File: src/rtl/core/mmts_pkg.sv
// ----------------------------------------------------------------------------
// mmts_pkg: shared types and constants
// Constants and the hand-off types that travel between the threshold cells
// of the max-min-times-sum interval block.
// ----------------------------------------------------------------------------
package mmts_pkg;

    // Default ranges of the element values and of the sequence length.
    localparam int MAX_VALUE_DEF = 100;
    localparam int MAX_LEN_DEF   = 4096;

    // Fixed widths of the request and result fields.
    localparam int VALUE_W = 7;
    localparam int PROD_W  = 26;

    // Largest reportable product; bigger products saturate to this.
    localparam logic [PROD_W-1:0] PROD_MAX = '1;

    // Control that moves with each element from one cell to the next.
    typedef struct packed {
        logic valid;
        logic last;
    } ctl_t;

    // Running maximum handed down the row when a sequence closes.
    typedef struct packed {
        logic              valid;
        logic [PROD_W-1:0] best;
    } acc_t;

endpackage

File: src/rtl/core/mmts_cell.sv
// ----------------------------------------------------------------------------
// mmts_cell: one threshold cell
// Tracks the open run of elements at or above its threshold, folds closed
// runs into a local best, and merges that best into the passing result.
// ----------------------------------------------------------------------------
module mmts_cell #(
    parameter int MAX_VALUE = mmts_pkg::MAX_VALUE_DEF,
    parameter int MAX_LEN   = mmts_pkg::MAX_LEN_DEF,
    parameter int THRESH    = 1,
    localparam int VAL_W    = $clog2(MAX_VALUE + 2)
) (
    input  logic               aclk,
    input  logic               aresetn,
    input  logic               en,
    input  mmts_pkg::ctl_t     ctl_in,
    input  logic [VAL_W-1:0]   val_in,
    input  mmts_pkg::acc_t     acc_in,
    output mmts_pkg::ctl_t     ctl_out,
    output logic [VAL_W-1:0]   val_out,
    output mmts_pkg::acc_t     acc_out
);
    import mmts_pkg::*;

    localparam int SUM_BOUND = MAX_LEN * MAX_VALUE;
    localparam int SUM_W     = $clog2(SUM_BOUND + 1);
    localparam int MUL_W     = SUM_W + VAL_W;
    localparam int WIDE_W    = (MUL_W > PROD_W) ? MUL_W : PROD_W;

    localparam logic [VAL_W-1:0] EMPTY_MIN = VAL_W'(MAX_VALUE + 1);
    localparam logic [VAL_W-1:0] THR       = VAL_W'(THRESH);

    // Run state and forwarded element.
    logic [SUM_W-1:0] sum_reg, sum_next;
    logic [VAL_W-1:0] min_reg, min_next;
    ctl_t             ctl_reg;
    logic [VAL_W-1:0] val_reg;

    // Closed run waiting for its product.
    logic             b_valid_reg, b_close_reg, b_last_reg;
    logic [SUM_W-1:0] close_sum_reg;
    logic [VAL_W-1:0] close_min_reg;

    // Local best and the result handed on.
    logic [PROD_W-1:0] best_reg, best_next;
    acc_t              acc_reg, acc_next;

    logic             take;
    logic             close;
    logic [SUM_W:0]   sum_add;
    logic [SUM_W-1:0] upd_sum;
    logic [VAL_W-1:0] upd_min;
    logic [WIDE_W-1:0] prod_wide;
    logic [PROD_W-1:0] prod_sat;
    logic [PROD_W-1:0] best_cand;

    // The element extends the run when it reaches the threshold; otherwise it
    // ends the run. The last element of a sequence ends every run.
    always_comb begin
        take    = (val_in >= THR);
        close   = !take || ctl_in.last;
        sum_add = {1'b0, sum_reg} + (SUM_W + 1)'(val_in);
        upd_sum = sum_reg;
        upd_min = min_reg;
        if (take) begin
            if (sum_add > (SUM_W + 1)'(SUM_BOUND)) begin
                upd_sum = SUM_W'(SUM_BOUND);
            end else begin
                upd_sum = sum_add[SUM_W-1:0];
            end
            if (val_in < min_reg) begin
                upd_min = val_in;
            end
        end
        if (close) begin
            sum_next = '0;
            min_next = EMPTY_MIN;
        end else begin
            sum_next = upd_sum;
            min_next = upd_min;
        end
    end

    always_ff @(posedge aclk) begin
        if (!aresetn) begin
            sum_reg       <= '0;
            min_reg       <= EMPTY_MIN;
            ctl_reg       <= '0;
            b_valid_reg   <= 1'b0;
            b_close_reg   <= 1'b0;
            b_last_reg    <= 1'b0;
        end else if (en) begin
            ctl_reg     <= ctl_in;
            b_valid_reg <= ctl_in.valid;
            b_close_reg <= close;
            b_last_reg  <= ctl_in.last;
            if (ctl_in.valid) begin
                sum_reg <= sum_next;
                min_reg <= min_next;
            end
        end
    end

    always_ff @(posedge aclk) begin
        if (en) begin
            val_reg       <= val_in;
            close_sum_reg <= upd_sum;
            close_min_reg <= upd_min;
        end
    end

    // Product of the closed run; an empty run has a zero sum.
    always_comb begin
        prod_wide = WIDE_W'(close_sum_reg) * WIDE_W'(close_min_reg);
        if (prod_wide > WIDE_W'(PROD_MAX)) begin
            prod_sat = PROD_MAX;
        end else begin
            prod_sat = PROD_W'(prod_wide);
        end
        best_cand = best_reg;
        if (b_valid_reg && b_close_reg && (prod_sat > best_reg)) begin
            best_cand = prod_sat;
        end
        acc_next       = '0;
        best_next      = best_cand;
        if (b_valid_reg && b_last_reg) begin
            acc_next.valid = 1'b1;
            acc_next.best  = (acc_in.best > best_cand) ? acc_in.best : best_cand;
            best_next      = '0;
        end
    end

    always_ff @(posedge aclk) begin
        if (!aresetn) begin
            best_reg      <= '0;
            acc_reg.valid <= 1'b0;
        end else if (en) begin
            best_reg      <= best_next;
            acc_reg       <= acc_next;
        end
    end

    assign ctl_out = ctl_reg;
    assign val_out = val_reg;
    assign acc_out = acc_reg;

    // An open run always holds at least one element at or above the threshold.
    a_min_range: assert property (@(posedge aclk) disable iff (!aresetn)
        (min_reg == EMPTY_MIN) || ((min_reg >= THR) && (min_reg < EMPTY_MIN)))
        else $error("run minimum out of range");

    // The run sum is zero exactly when the run is empty.
    a_sum_empty: assert property (@(posedge aclk) disable iff (!aresetn)
        (sum_reg == '0) == (min_reg == EMPTY_MIN))
        else $error("run sum and minimum disagree");

    // A closing sequence meets the result from the previous cell in step.
    a_acc_align: assert property (@(posedge aclk) disable iff (!aresetn)
        ((THRESH > 1) && b_valid_reg && b_last_reg) |-> acc_in.valid)
        else $error("result chain out of step");

endmodule

File: config.mk
export PLATFORM = sky130hd
export DESIGN_NAME = mmts_cell
export DESIGN_NICKNAME = d
export VERILOG_FILES = /design/src/rtl/core/mmts_pkg.sv /design/src/rtl/core/mmts_cell.sv
export SDC_FILE = /design/constraint.sdc
export NUM_CORES = 1
export LEC_CHECK = 0
export ABC_CLOCK_PERIOD_IN_PS = 8600
export BUFFER_PORTS_ARGS = -buffer_cell sky130_fd_sc_hd__buf_2
export CAP_MARGIN = 15
export CORE_MARGIN = 3
export CORE_UTILIZATION = 45
export DETAILED_ROUTE_END_ITERATION = 12
export SLEW_MARGIN = 10
export SYNTH_ARGS = -nofsm -noshare
export SYNTH_HDL_FRONTEND = slang
export SYNTH_SLANG_ARGS = --single-unit
File: constraint.sdc
create_clock -name aclk -period 8.6 [get_ports aclk]
set_clock_uncertainty 0.15 [all_clocks]
set_input_delay 1.29 -clock aclk [delete_from_list [all_inputs] [get_ports aclk]]
set_output_delay 1.29 -clock aclk [all_outputs]
set_load 0.05 [all_outputs]
; ---- Word level (Yosys, flattened, before mapping)
; Cells that the tools add are included.
[word_totals]
register_bits = 115
out_inout_bits = 36
elab_cells = 37
[classes]
n_addsub = 1
mul = 1
magnitude_cmp = 6
n_mux = 11
reduce_logical = 7
[ops]
columns = op, n
row1 = 26-bit 2-to-1 mux, 4
row2 = 19-bit 2-to-1 mux, 3
row3 = 26-bit > comparator, 2
row4 = 27-bit 2-to-1 mux, 1
row5 = "26-bit > comparator, second input constant", 1
row6 = 19-bit by 7-bit multiplier with 26-bit output, 1
row7 = 7-bit 2-to-1 mux, 3
row8 = 19-bit by 7-bit adder with 20-bit output, 1
row9 = "20-bit by 19-bit > comparator with 1-bit output, second input constant", 1
row10 = "7-bit by 1-bit greater-or-equal comparator with 1-bit output, second input constant", 1
row11 = 7-bit less-than comparator, 1
row12 = 2-bit AND reduction, 2
row13 = 1-bit logical AND, 3
row14 = 1-bit zero test, 1
row15 = 1-bit logical OR, 1

; ---- Longest topological paths before layout
[depth]
depth_word = 9
mapped_depth = 39

; ---- Least setup slack after synthesis
; No wires, ideal clock.
[synth_path]
path_kind = reg-to-reg
start = reg close_min_reg[6]
end = reg acc_reg, in the netlist acc_out[10] (data pin)
setup_ns = 0.161
arrival_time_ns = 8.921
path_slack_ns = -0.631
path_stages_with_launch = 39
path_buffers = 3
period_less_slack_ns = 9.231
cell_sequence = edfxtp_1 clkbuf_1 nand2_1 fa_1 fa_1 inv_1 fa_1 inv_1 fa_1 inv_1 ha_1 and2_4 a221o_1 o211ai_1 a21oi_1 a2111oi_1 o31ai_1 a221oi_2 [3 not listed] nor3_2 nand2_1 o2111a_1 nor2_1 clkbuf_1 nor2_1 a21oi_1 ha_1 a21o_1 a21o_1 a21oi_1 nor2_1 a211oi_1 o21ai_0 a41oi_2 clkbuf_1 a211oi_1 a211oi_2
[synth_via]
elab_chain_len = 8
[synth_lines]
columns = element, line_no
row1 = start: declaration, mmts_cell.sv:41  ; logic [VAL_W-1:0] close_min_reg;
row2 = start signal: assignment, mmts_cell.sv:107  ; close_min_reg <= upd_min;
row3 = 19-bit by 7-bit multiplier with 26-bit output (*), mmts_cell.sv:113  ; prod_wide = WIDE_W'(close_sum_reg) * WIDE_W'(close_min_reg);
row4 = 26-bit > comparator, mmts_cell.sv:114  ; if (prod_wide > WIDE_W'(PROD_MAX)) begin
row5 = 26-bit 2-to-1 mux (*), mmts_cell.sv:114
row6 = 26-bit > comparator, mmts_cell.sv:120  ; if (b_valid_reg && b_close_reg && (prod_sat > best_reg)) begin
row7 = 1-bit logical AND, mmts_cell.sv:120
row8 = 26-bit 2-to-1 mux (*), mmts_cell.sv:120
row9 = 26-bit > comparator, mmts_cell.sv:127  ; acc_next.best = (acc_in.best > best_cand) ? acc_in.best : best_cand;
row10 = 26-bit 2-to-1 mux (*), mmts_cell.sv:127
row11 = end signal: assignment, mmts_cell.sv:138  ; acc_reg <= acc_next;
row12 = end: declaration, mmts_cell.sv:45  ; acc_t acc_reg, acc_next;
; Mark *: on every way between the ends. The rest lies on a longest branch, timed or not.
; A chain may end at the register's enable or synchronous reset.

; ---- Worst setup path in the final report
[layout_path]
start = reg close_min_reg[2]
end = reg acc_reg, in the netlist acc_out[25] (data pin)
; Same word-level chain as after synthesis.

==> impl_metrics.ini <==
[floorplan]
initial_core_util = 0.4658
coreArea_um2 = 24680
die_w_um = 165.8
design.portCount = 75
rows = 57
fp.dieH_um = 165.8
dieArea_um2 = 27500

[drt]
first_iter_violations = 478
drc = 0
num_vias = 10050
via_per_inst = 5.537
drtPass1Iterations = 5
drtAntennaViolNets = 0
wl_per_cell_um = 17.05
drt_wl_total_um = 30940

[timing]
setup_tns_ps = -8343
rsz0062_at_grt = true
maxSlewHeadroom = 0.3983
hold_violations = 0
worst_pin_slew_ps = 900.4
min_period_ps = 8979
timing.final.ws_setup_ps = -378.5
report.final.slew_viol_count = 0
max_freq_ghz = 0.1114
setup_viol = 26
period_share = 1.044
hold_ws_ps = 330.1

[synth]
yosysTopAreaCellShare = 0.1541
yosys_warnings = 0
synth_top_area_cell = edfxtp_1
synth_ff_type = edfxtp_1
synth-edff-count = 59
synthCells = 1257
yosysUniqueCellTypes = 77
syn_area_per_cell_um2 = 9.145
yosysSeqAreaShare = 0.2517
yosys-top-cells-count = 146 x inv_1, 113 x and2_1, 106 x ha_1
synth.most_common_cell = inv_1
synthArstFlopShare = 0
synth_nets = 1487
syn-cell-area_um2 = 11490
synth_area_leaders = edfxtp_1 15%, fa_1 15%, ha_1 12%
synth_seq_cells = 115

[outcome]
violations = setup timing
status = finished, violations left

[clock_network]
root_buffer = clkbuf_16
clk_pin_slew_worst_paths_ps = 70
clock_latency_ps = 430
cts_buffer_depth = 2
cts.sinks = 115
cts_buffers = 17
htreeDepth = 4
cts_tree = yes
cts_hold_buf = 0

[worst_setup_path]
path_class = reg2reg
critPathMaxStageDelay_ps = 520
crit_path_end_kind = flop
cp.arrival_ps = 9070
critical_path.most_common_cell = buf_4
crit_path_start_kind = flop
critPathRequiredTime_ps = 8690
rrSetupSlack_ps = -380
critPathMaxFanout = 6
slowest_stage = fa_1

[min_path]
min_path_type = reg2reg

[power_and_ir_drop]
power_mw = 4.152
p_leak_nw = 6.493
irDropWorstVdd_v = 0.0001729
powerDensity_nw_per_um2 = 284.6

[finish]
multi_input_comb_area_um2 = 8209
final_util = 0.5912
area_growth_pct = 26.92
antennaDiodeCount = 0
num-fill-cells = 2201
final-seq-area_um2 = 2893
largest_register_ffs = 27
nNetsFinal = 1708
drive_above_1_share = 0.2750

[grt]
grt_max_degree = 65
grt_usage = 0.2235
grt_pass1_wl_um = 50700
antenna_found_initial = 0
grt_pass1_vias = 9917
gr-total-overflow = 0

[place]
place.gp.congestion = 0.8996
place_hpwl_um = 23060
io_buffers = 73
pre_cts_ws_ps = -755.0

[flow_run]
cap_viol_max_count = 0
[report_power, final]
part           switching, mW  total (mW)  internal [mW]
Combinational           1.45        2.80           1.36
Sequential            0.0165       0.617          0.601
Clock                  0.309       0.730          0.422
Total                   1.77        4.15           2.38
[kinds of logic (layout without fill, tap and decap cells)]
family          Yosys count  after routing  share of synthesized area
compound gates          310            310                     0.1994
xor+xnor                 27             27                    0.02057
fa+ha+maj               191            191                     0.2634
buf+inv                 205            439                    0.07097
flops                   115            115                     0.2517
mux                      17             17                    0.01546
simple gates            392            392                     0.1785
[stage by stage]
step,area (um2),cells
after global placement,13280,1753
after detailed placement,13280,1753
final,14590,1815
after global routing,14590,1815
after floorplan,11570,1257
after CTS,14450,1807
[routing by layer]
layer	global-route usage	share of wire
met5	0	0
met1	0.3121	0.47
met3	0.03880	0.046
met2	0.3625	0.47
met4	0.05678	0.014
[critical path, delay by kind of cell, from the launching register on]
family,cells,cell delay (ps)
xor+xnor,1,190
fa+ha+maj,7,2810
flops,1,500
buf+inv,12,1400
simple gates,5,610
compound gates,16,3110
[cells in the final DEF, fill, tap and decap left out, drive strengths merged, types with 8 or more instances in the layout]
master / synthesis / layout
buf: 18 / 259
inv: 146 / 154
and2: 114 / 114
ha: 106 / 106
nand2: 104 / 104
fa: 85 / 85
a21oi: 67 / 67
edfxtp: 59 / 59
dfxtp: 56 / 56
nor2: 56 / 56
a211oi: 53 / 53
a21o: 31 / 31
o21ai: 30 / 30
nor2b: 26 / 26
o22ai: 23 / 23
clkbuf: 41 / 22
xnor2: 20 / 20
nand3: 20 / 20
nand4: 15 / 15
nor3: 15 / 15
nand2b: 13 / 13
a22oi: 12 / 12
a31oi: 12 / 12
mux2i: 11 / 11
a32oi: 10 / 10
o21a: 8 / 8
a22o: 8 / 8
[path summary, 6_finish.rpt]
kind,startpoint,to,cells past startpoint
setup / recovery,close_min_reg[2],acc_out[25],41
hold / removal,b_close_reg,b_close_reg,1
setup reg to reg,close_min_reg[2],acc_out[25],41
hold reg to reg,b_close_reg,b_close_reg,1
[area by class of cell]
type	instances	share of cell area
multi-input combinational	937	0.5627
sequential	115	0.1983
clock inverter	12	0.007290
timing repair buffer	261	0.1328
inverter	146	0.03756
tap	324	0.02779
clock buffer	20	0.03353
[what timing repair did]
| action | 4_1_cts | 5_1_grt |
|---|---|---|
| setup endpoints to repair | 26 | 26 |
| setup buffers | 20 | 6 |
| resized for setup | 88 | 12 |
| endpoints found under the hold margin | 0 | 0 |
| pin swaps | 64 | 17 |
| gates cloned | 3 | 2 |
Note: power is estimated with default switching activity, not from simulation.
